===== config.mk =====
export PLATFORM = sky130hd
export DESIGN_NAME = mht_modred
export DESIGN_NICKNAME = d
export VERILOG_FILES = /design/src/rtl/mht_pkg.sv /design/src/rtl/mht_modred.sv
export SDC_FILE = /design/constraint.sdc
export NUM_CORES = 1
export LEC_CHECK = 0
export ABC_AREA = 1
export BUFFER_PORTS_ARGS = -buffer_cell sky130_fd_sc_hd__buf_4
export CAP_MARGIN = 20
export CORE_AREA = 2 2 45 47
export CTS_CLUSTER_SIZE = 30
export DETAILED_ROUTE_END_ITERATION = 12
export DIE_AREA = 0 0 47 49
export PLACE_DENSITY_LB_ADDON = 0.2
export REMOVE_ABC_BUFFERS = 1
export SYNTH_ARGS = -nofsm -noshare
export SYNTH_HDL_FRONTEND = slang
export SYNTH_SLANG_ARGS = --single-unit

===== constraint.sdc =====
create_clock -name clock -period 0.9 [get_ports clock]
set_input_delay 0.09 -clock clock [delete_from_list [all_inputs] [get_ports clock]]
set_output_delay 0.09 -clock clock [all_outputs]
set_load 0.05 [all_outputs]

===== src/rtl/mht_pkg.sv =====
// ----------------------------------------------------------------------------
// Mnemonic hash table package
// Shared widths, status and request codes, and the slot record type.
// ----------------------------------------------------------------------------
package mht_pkg;

   localparam int TABLE_SIZE_DEF = 256;

   localparam int CHAR_W   = 7;
   localparam int KEY_W    = 3 * CHAR_W;
   localparam int VALUE_W  = 8;
   localparam int STATUS_W = 2;
   localparam int SUM_W    = CHAR_W + 6;

   localparam logic REQ_INSERT = 1'b0;
   localparam logic REQ_LOOKUP = 1'b1;

   localparam logic [STATUS_W-1:0] ST_OK         = 2'd0;
   localparam logic [STATUS_W-1:0] ST_NOT_FOUND  = 2'd1;
   localparam logic [STATUS_W-1:0] ST_FULL       = 2'd2;
   localparam logic [STATUS_W-1:0] ST_EMPTY_NAME = 2'd3;

   typedef struct packed {
      logic [KEY_W-1:0]   key;
      logic [VALUE_W-1:0] value;
   } slot_type;

endpackage


===== src/rtl/mht_modred.sv =====
// ----------------------------------------------------------------------------
// Mnemonic hash table modulo unit
// Reduces the hash sum modulo the table size by a reciprocal multiply and one
// corrective subtract, each step registered: product, remainder, result.
// ----------------------------------------------------------------------------
module mht_modred #(
   parameter int TABLE_SIZE = mht_pkg::TABLE_SIZE_DEF
) (
   input  logic                           clock,
   input  logic                           reset,
   input  logic                           start,
   input  logic [mht_pkg::SUM_W-1:0]      sum_in,
   output logic                           done,
   output logic [$clog2(TABLE_SIZE)-1:0]  result
);
   import mht_pkg::*;

   localparam int IDX_W  = $clog2(TABLE_SIZE);
   localparam int PROD_W = 2 * SUM_W;
   localparam logic [SUM_W-1:0] DIVISOR = SUM_W'(TABLE_SIZE);
   localparam logic [SUM_W-1:0] RECIP   = SUM_W'((1 << SUM_W) / TABLE_SIZE);

   logic [SUM_W-1:0]  hold_ff, hold_in;
   logic [PROD_W-1:0] prod_ff, prod_in;
   logic [SUM_W-1:0]  rem_ff, rem_in;
   logic [IDX_W-1:0]  res_ff, res_in;
   logic              ph1_ff, ph1_in;
   logic              ph2_ff, ph2_in;
   logic              done_ff, done_in;

   logic [SUM_W-1:0]  quot;
   logic [PROD_W-1:0] back_prod;

   always_comb begin
      hold_in   = hold_ff;
      prod_in   = prod_ff;
      rem_in    = rem_ff;
      res_in    = res_ff;
      ph1_in    = start;
      ph2_in    = ph1_ff;
      done_in   = ph2_ff;
      quot      = prod_ff[PROD_W-1:SUM_W];
      back_prod = PROD_W'(quot) * PROD_W'(DIVISOR);
      if (start) begin
         hold_in = sum_in;
         prod_in = PROD_W'(sum_in) * PROD_W'(RECIP);
      end
      if (ph1_ff) begin
         rem_in = hold_ff - back_prod[SUM_W-1:0];
      end
      if (ph2_ff) begin
         res_in = (rem_ff >= DIVISOR) ? IDX_W'(rem_ff - DIVISOR) : rem_ff[IDX_W-1:0];
      end
   end

   always_ff @(posedge clock) begin
      if (reset) begin
         ph1_ff  <= 1'b0;
         ph2_ff  <= 1'b0;
         done_ff <= 1'b0;
      end else begin
         ph1_ff  <= ph1_in;
         ph2_ff  <= ph2_in;
         done_ff <= done_in;
      end
      hold_ff <= hold_in;
      prod_ff <= prod_in;
      rem_ff  <= rem_in;
      res_ff  <= res_in;
   end

   assign done   = done_ff;
   assign result = res_ff;

endmodule


# Word level (Yosys, flattened, before mapping)
# Cells that the tools add are included.
[op_classes]
add_sub_neg = 2
n_mul = 0
n_div = 0
order_cmp = 1
eq_ne = 0
shift = 0
mux = 1
n_bitwise = 0
reduce_logical = 0
[op_table]
columns = ["cell", "n"]
rows = [
  [">= comparator 13 x 9 -> 1 bit, second input constant", 1],
  ["subtractor 13 bit", 1],
  ["two-way mux 8 bit", 1],
  ["subtractor 8 x 1 -> 8 bit, second input constant", 1],
]
[word_totals]
ff_bits = 37
latch_bits = 0
ramBits = 0
rom_bits = 0
input_bits = 16
output_inout_bits = 9
word_cells = 10
memories = 0

# Depth between registers and ports, before layout
[logic_depth]
ltp_word = 2
mapped_depth = 2
depth_no_buf = 2

# Worst setup path before layout
# OpenSTA, ideal clock, no wires.
[synth_path]
path_kind = "reg2reg"
start = "register ph1_ff"
end = "register rem_ff[0] (enable)"
setup_time_ns = 0.334
t_arrival_ns = 0.457
required_time_ns = 0.566
slack_ns = 0.109
stages_incl_launch_ff = 1
path_buffers = 0
synth_period_minus_slack_ns = 0.791
cell_sequence = "dfxtp_1"
[synth_lines]
columns = ["item", "line_no", "source"]
rows = [
  ["from (decl)", "mht_modred.sv:27", "logic ph1_ff, ph1_in;"],
  ["from (signal assigned)", "mht_modred.sv:62", "ph1_ff <= ph1_in;"],
  ["to (signal assigned)", "mht_modred.sv:68", "rem_ff <= rem_in;"],
  ["to (decl)", "mht_modred.sv:25", "logic [SUM_W-1:0] rem_ff, rem_in;"],
]
# No word-level cell between the ends.

# Worst setup path after layout
[layout_path]
start = "register res_ff[5] (netlist: result[5])"
end = "output port result[5]"
[layout_lines]
columns = ["item", "line_no", "source"]
rows = [
  ["from (decl)", "mht_modred.sv:26", "logic [IDX_W-1:0] res_ff, res_in;"],
  ["from (signal assigned)", "mht_modred.sv:69", "res_ff <= res_in;"],
  ["to (decl)", "mht_modred.sv:14", "output logic [$clog2(TABLE_SIZE)-1:0] result"],
]
# No word-level cell between the ends.

==> out/qor.yml <==
status:
  status: "finished with violations"
  violations: "negative setup slack"
synthesis:
  synth_top_area_share_pct: 89.7
  synth_area_leaders: "edfxtp_1 (90%), dfxtp_1 (7.5%), inv_1 (1.4%)"
  ys_warn_count: 0
  ys_seq_elements: 27
  synth_cells: 33
  synth_top_cell_by_area: "edfxtp_1"
  ys_types: 4
  synth_area_um2: 803
  syn_area_per_cell_um2: 24.3
  ys_seq_area_share_pct: 97.2
pwr:
  p_switching_w: 0.000409
  cellPowerDensity_mw_per_mm2: 1850
  seqPwrFrac_pct: 70.3
  p_clk_share_pct: 23.0
  leakagePower_nw: 0.426
  combPwrFrac_pct: 6.7
  peakVddDrop_mv: 1.07
  switching_share_pct: 19.5
  p_int_w: 0.00169
critical_path:
  critical_path_required_ps: 810
  timing.rr.end: "result[7]$_DFFE_PP_"
  start_kind: "register"
  cpLargestDelayFamily: "flip-flops"
  crit_slowest_cell: "edfxtp_1"
  crit_buf_inv: 1
  cp_cell_sequence: "buf_6"
  arrival_ps: 880
  crit_fanout: 1
  rrSetupSlack_ps: 40
  reg2reg_from: "done_in$_SDFF_PP0_"
  critPathKind: "reg2out"
  r2r_cells: 0
  slowest_delay_ps: 410
  endpoint_kind: "primary output"
final_layout:
  n_antenna_cell: 0
  finish.net_count: 82
  syn_to_final_growth_pct: 41.1
  post-route-cell-area_mm2: 0.00113
  final_util_pct: 61.5
  layout-drive-gt1-share_pct: 38.5
  final_common_cell: "edfxtp_1"
  layout_common_cells: "edfxtp_1 (24), buf_4 (10), dlygate4sd3_1 (9), buf_6 (9)"
global_routing:
  grt_pass1_wl_mm: 1.37
  grt_usage_pct: 8.90
  grt_antenna_before_repair: 0
  grt_start_max_net_pins: 16
  overflow: 0
  grt_pass1_vias: 349
timing:
  slew_headroom_pct: 77.1
  hold_slack_ps: 27.0
  hold_viol: 0
  setup_viol: 8
  period_needed_ps: 972
  rsz0062_at_grt: "true"
  fin_crit_sh_pct: 108
  drv_slew: 0
  fin_tns_setup_ps: -524
  max_clock_freq_mhz: 1030
  clock-skew-final_ps: 1.06
  tightest_slew_ps: 343
  fin_ws_ps: -72.3
clock_tree:
  cts_tree: "built"
  cts_root_buf: "clkbuf_4"
  htree_levels: 1
  path_clk_slew_ps: 130
  clockBufferDepth: 2
  cts_sinks: 27
  clk_latency_ps: 310
  cts_setup_buffers: 0
  cts_buffers: 3
detailed_routing:
  ant_nets: 0
  drt-total-wl_um: 829
  dr.pass1.iters: 3
  post_drt_wl_per_cell_um: 9.01
  drtIter0Drc: 6
  vias: 368
  avgViaCountPerCell: 4.00
  drc: 0
place:
  portBuffers: 19
  place_area_um2: 980
  gp_congestion: 0.605
min_path:
  min_to: "ph1_ff$_SDFF_PP0_"
  hold_path_depth: 3
  hold_class: "in2reg"
  hp-start: "start"
floorplanning:
  core_mm2: 0.00184
  die_w_um: 47
  die_h_um: 49
  start_util_pct: 43.6
  die-area_mm2: 0.00230
  rows: 16
  boundaryPins: 25
run:
  maxCapViolations: 0
## registers in the layout, summed over array words and instances, names as in the netlist
| name | count |
|---|---|
| rem_ff | 8 |
| prod_ff | 8 |
| ph1_ff | 1 |
| done_in | 1 |
| done | 1 |
| result | 8 |
## through the flow
stage          setup slack (ps)  power, W  std cells
5_1_grt                    -139   0.00220         92
3_3_place_gp               65.5   0.00160         79
6_report                  -72.3   0.00210         92
2_1_floorplan               109   0.00154         33
4_1_cts                   -83.8   0.00212         92
3_5_place_dp               43.4   0.00161         79
## what timing repair did
| item | 4_1_cts | 5_1_grt |
|---|---|---|
| cloned | 0 | 0 |
| resized for setup | 10 | 1 |
| endpoints found under the hold margin | 11 | 0 |
| pin swaps | 0 | 0 |
| hold buffers | 9 | 0 |
| endpoints found under the setup margin | 9 | 17 |
## synthesized netlist by cell type
cell type  instances
dfxtp_1            3
edfxtp_1          24
inv_1              3
nor2_1             3
## power by group through the flow
| stage | Clock (W) | Sequential (W) | Combinational (W) |
|---|---|---|---|
| floorplan | 0 | 0.00154 | 0.00000398 |
| global placement | 0 | 0.00150 | 0.000102 |
| detailed placement | 0 | 0.00150 | 0.000103 |
| CTS | 0.000504 | 0.00148 | 0.000141 |
| global route | 0.000560 | 0.00148 | 0.000152 |
| finish | 0.000482 | 0.00148 | 0.000141 |
## routing by layer
metal / GRT usage [%] / wire length [µm] / vias up
met1: 7.69 / 287 / 160
met3: 2.22 / 48 / 4
li1: - / - / 184
met5: 0 / 0 / -
met2: 15.8 / 468 / 20
met4: 6.94 / 24 / 0
## cell families after synthesis
group	Yosys count	synth area share (%)
buf+inv	3	1.40
flops	27	97.2
simple gates	3	1.40
## worst max-delay path by stage
stage,endpoint,cells after the start,from
after global placement,result[7]$_DFFE_PP_,0,done_in$_SDFF_PP0_
final,result[5],1,result[5]$_DFFE_PP_
after global routing,result[5],1,result[5]$_DFFE_PP_
after floorplan,rem_ff[0]$_DFFE_PP_,0,ph1_ff$_SDFF_PP0_
after CTS,result[2],1,result[2]$_DFFE_PP_
after detailed placement,result[2]$_DFFE_PP_,0,done_in$_SDFF_PP0_
## final cells by class
cell class / instances / area, µm²
clock buffers: 3 / 22.5
clock inverters: 1 / 5.00
fillers: 139 / 708
inverters: 3 / 11.3
multi-input cells: 3 / 11.3
flip-flops and latches: 27 / 783
well taps: 27 / 33.8
repair buffers: 28 / 267
No activity file was read; power rests on OpenSTA's default activity.
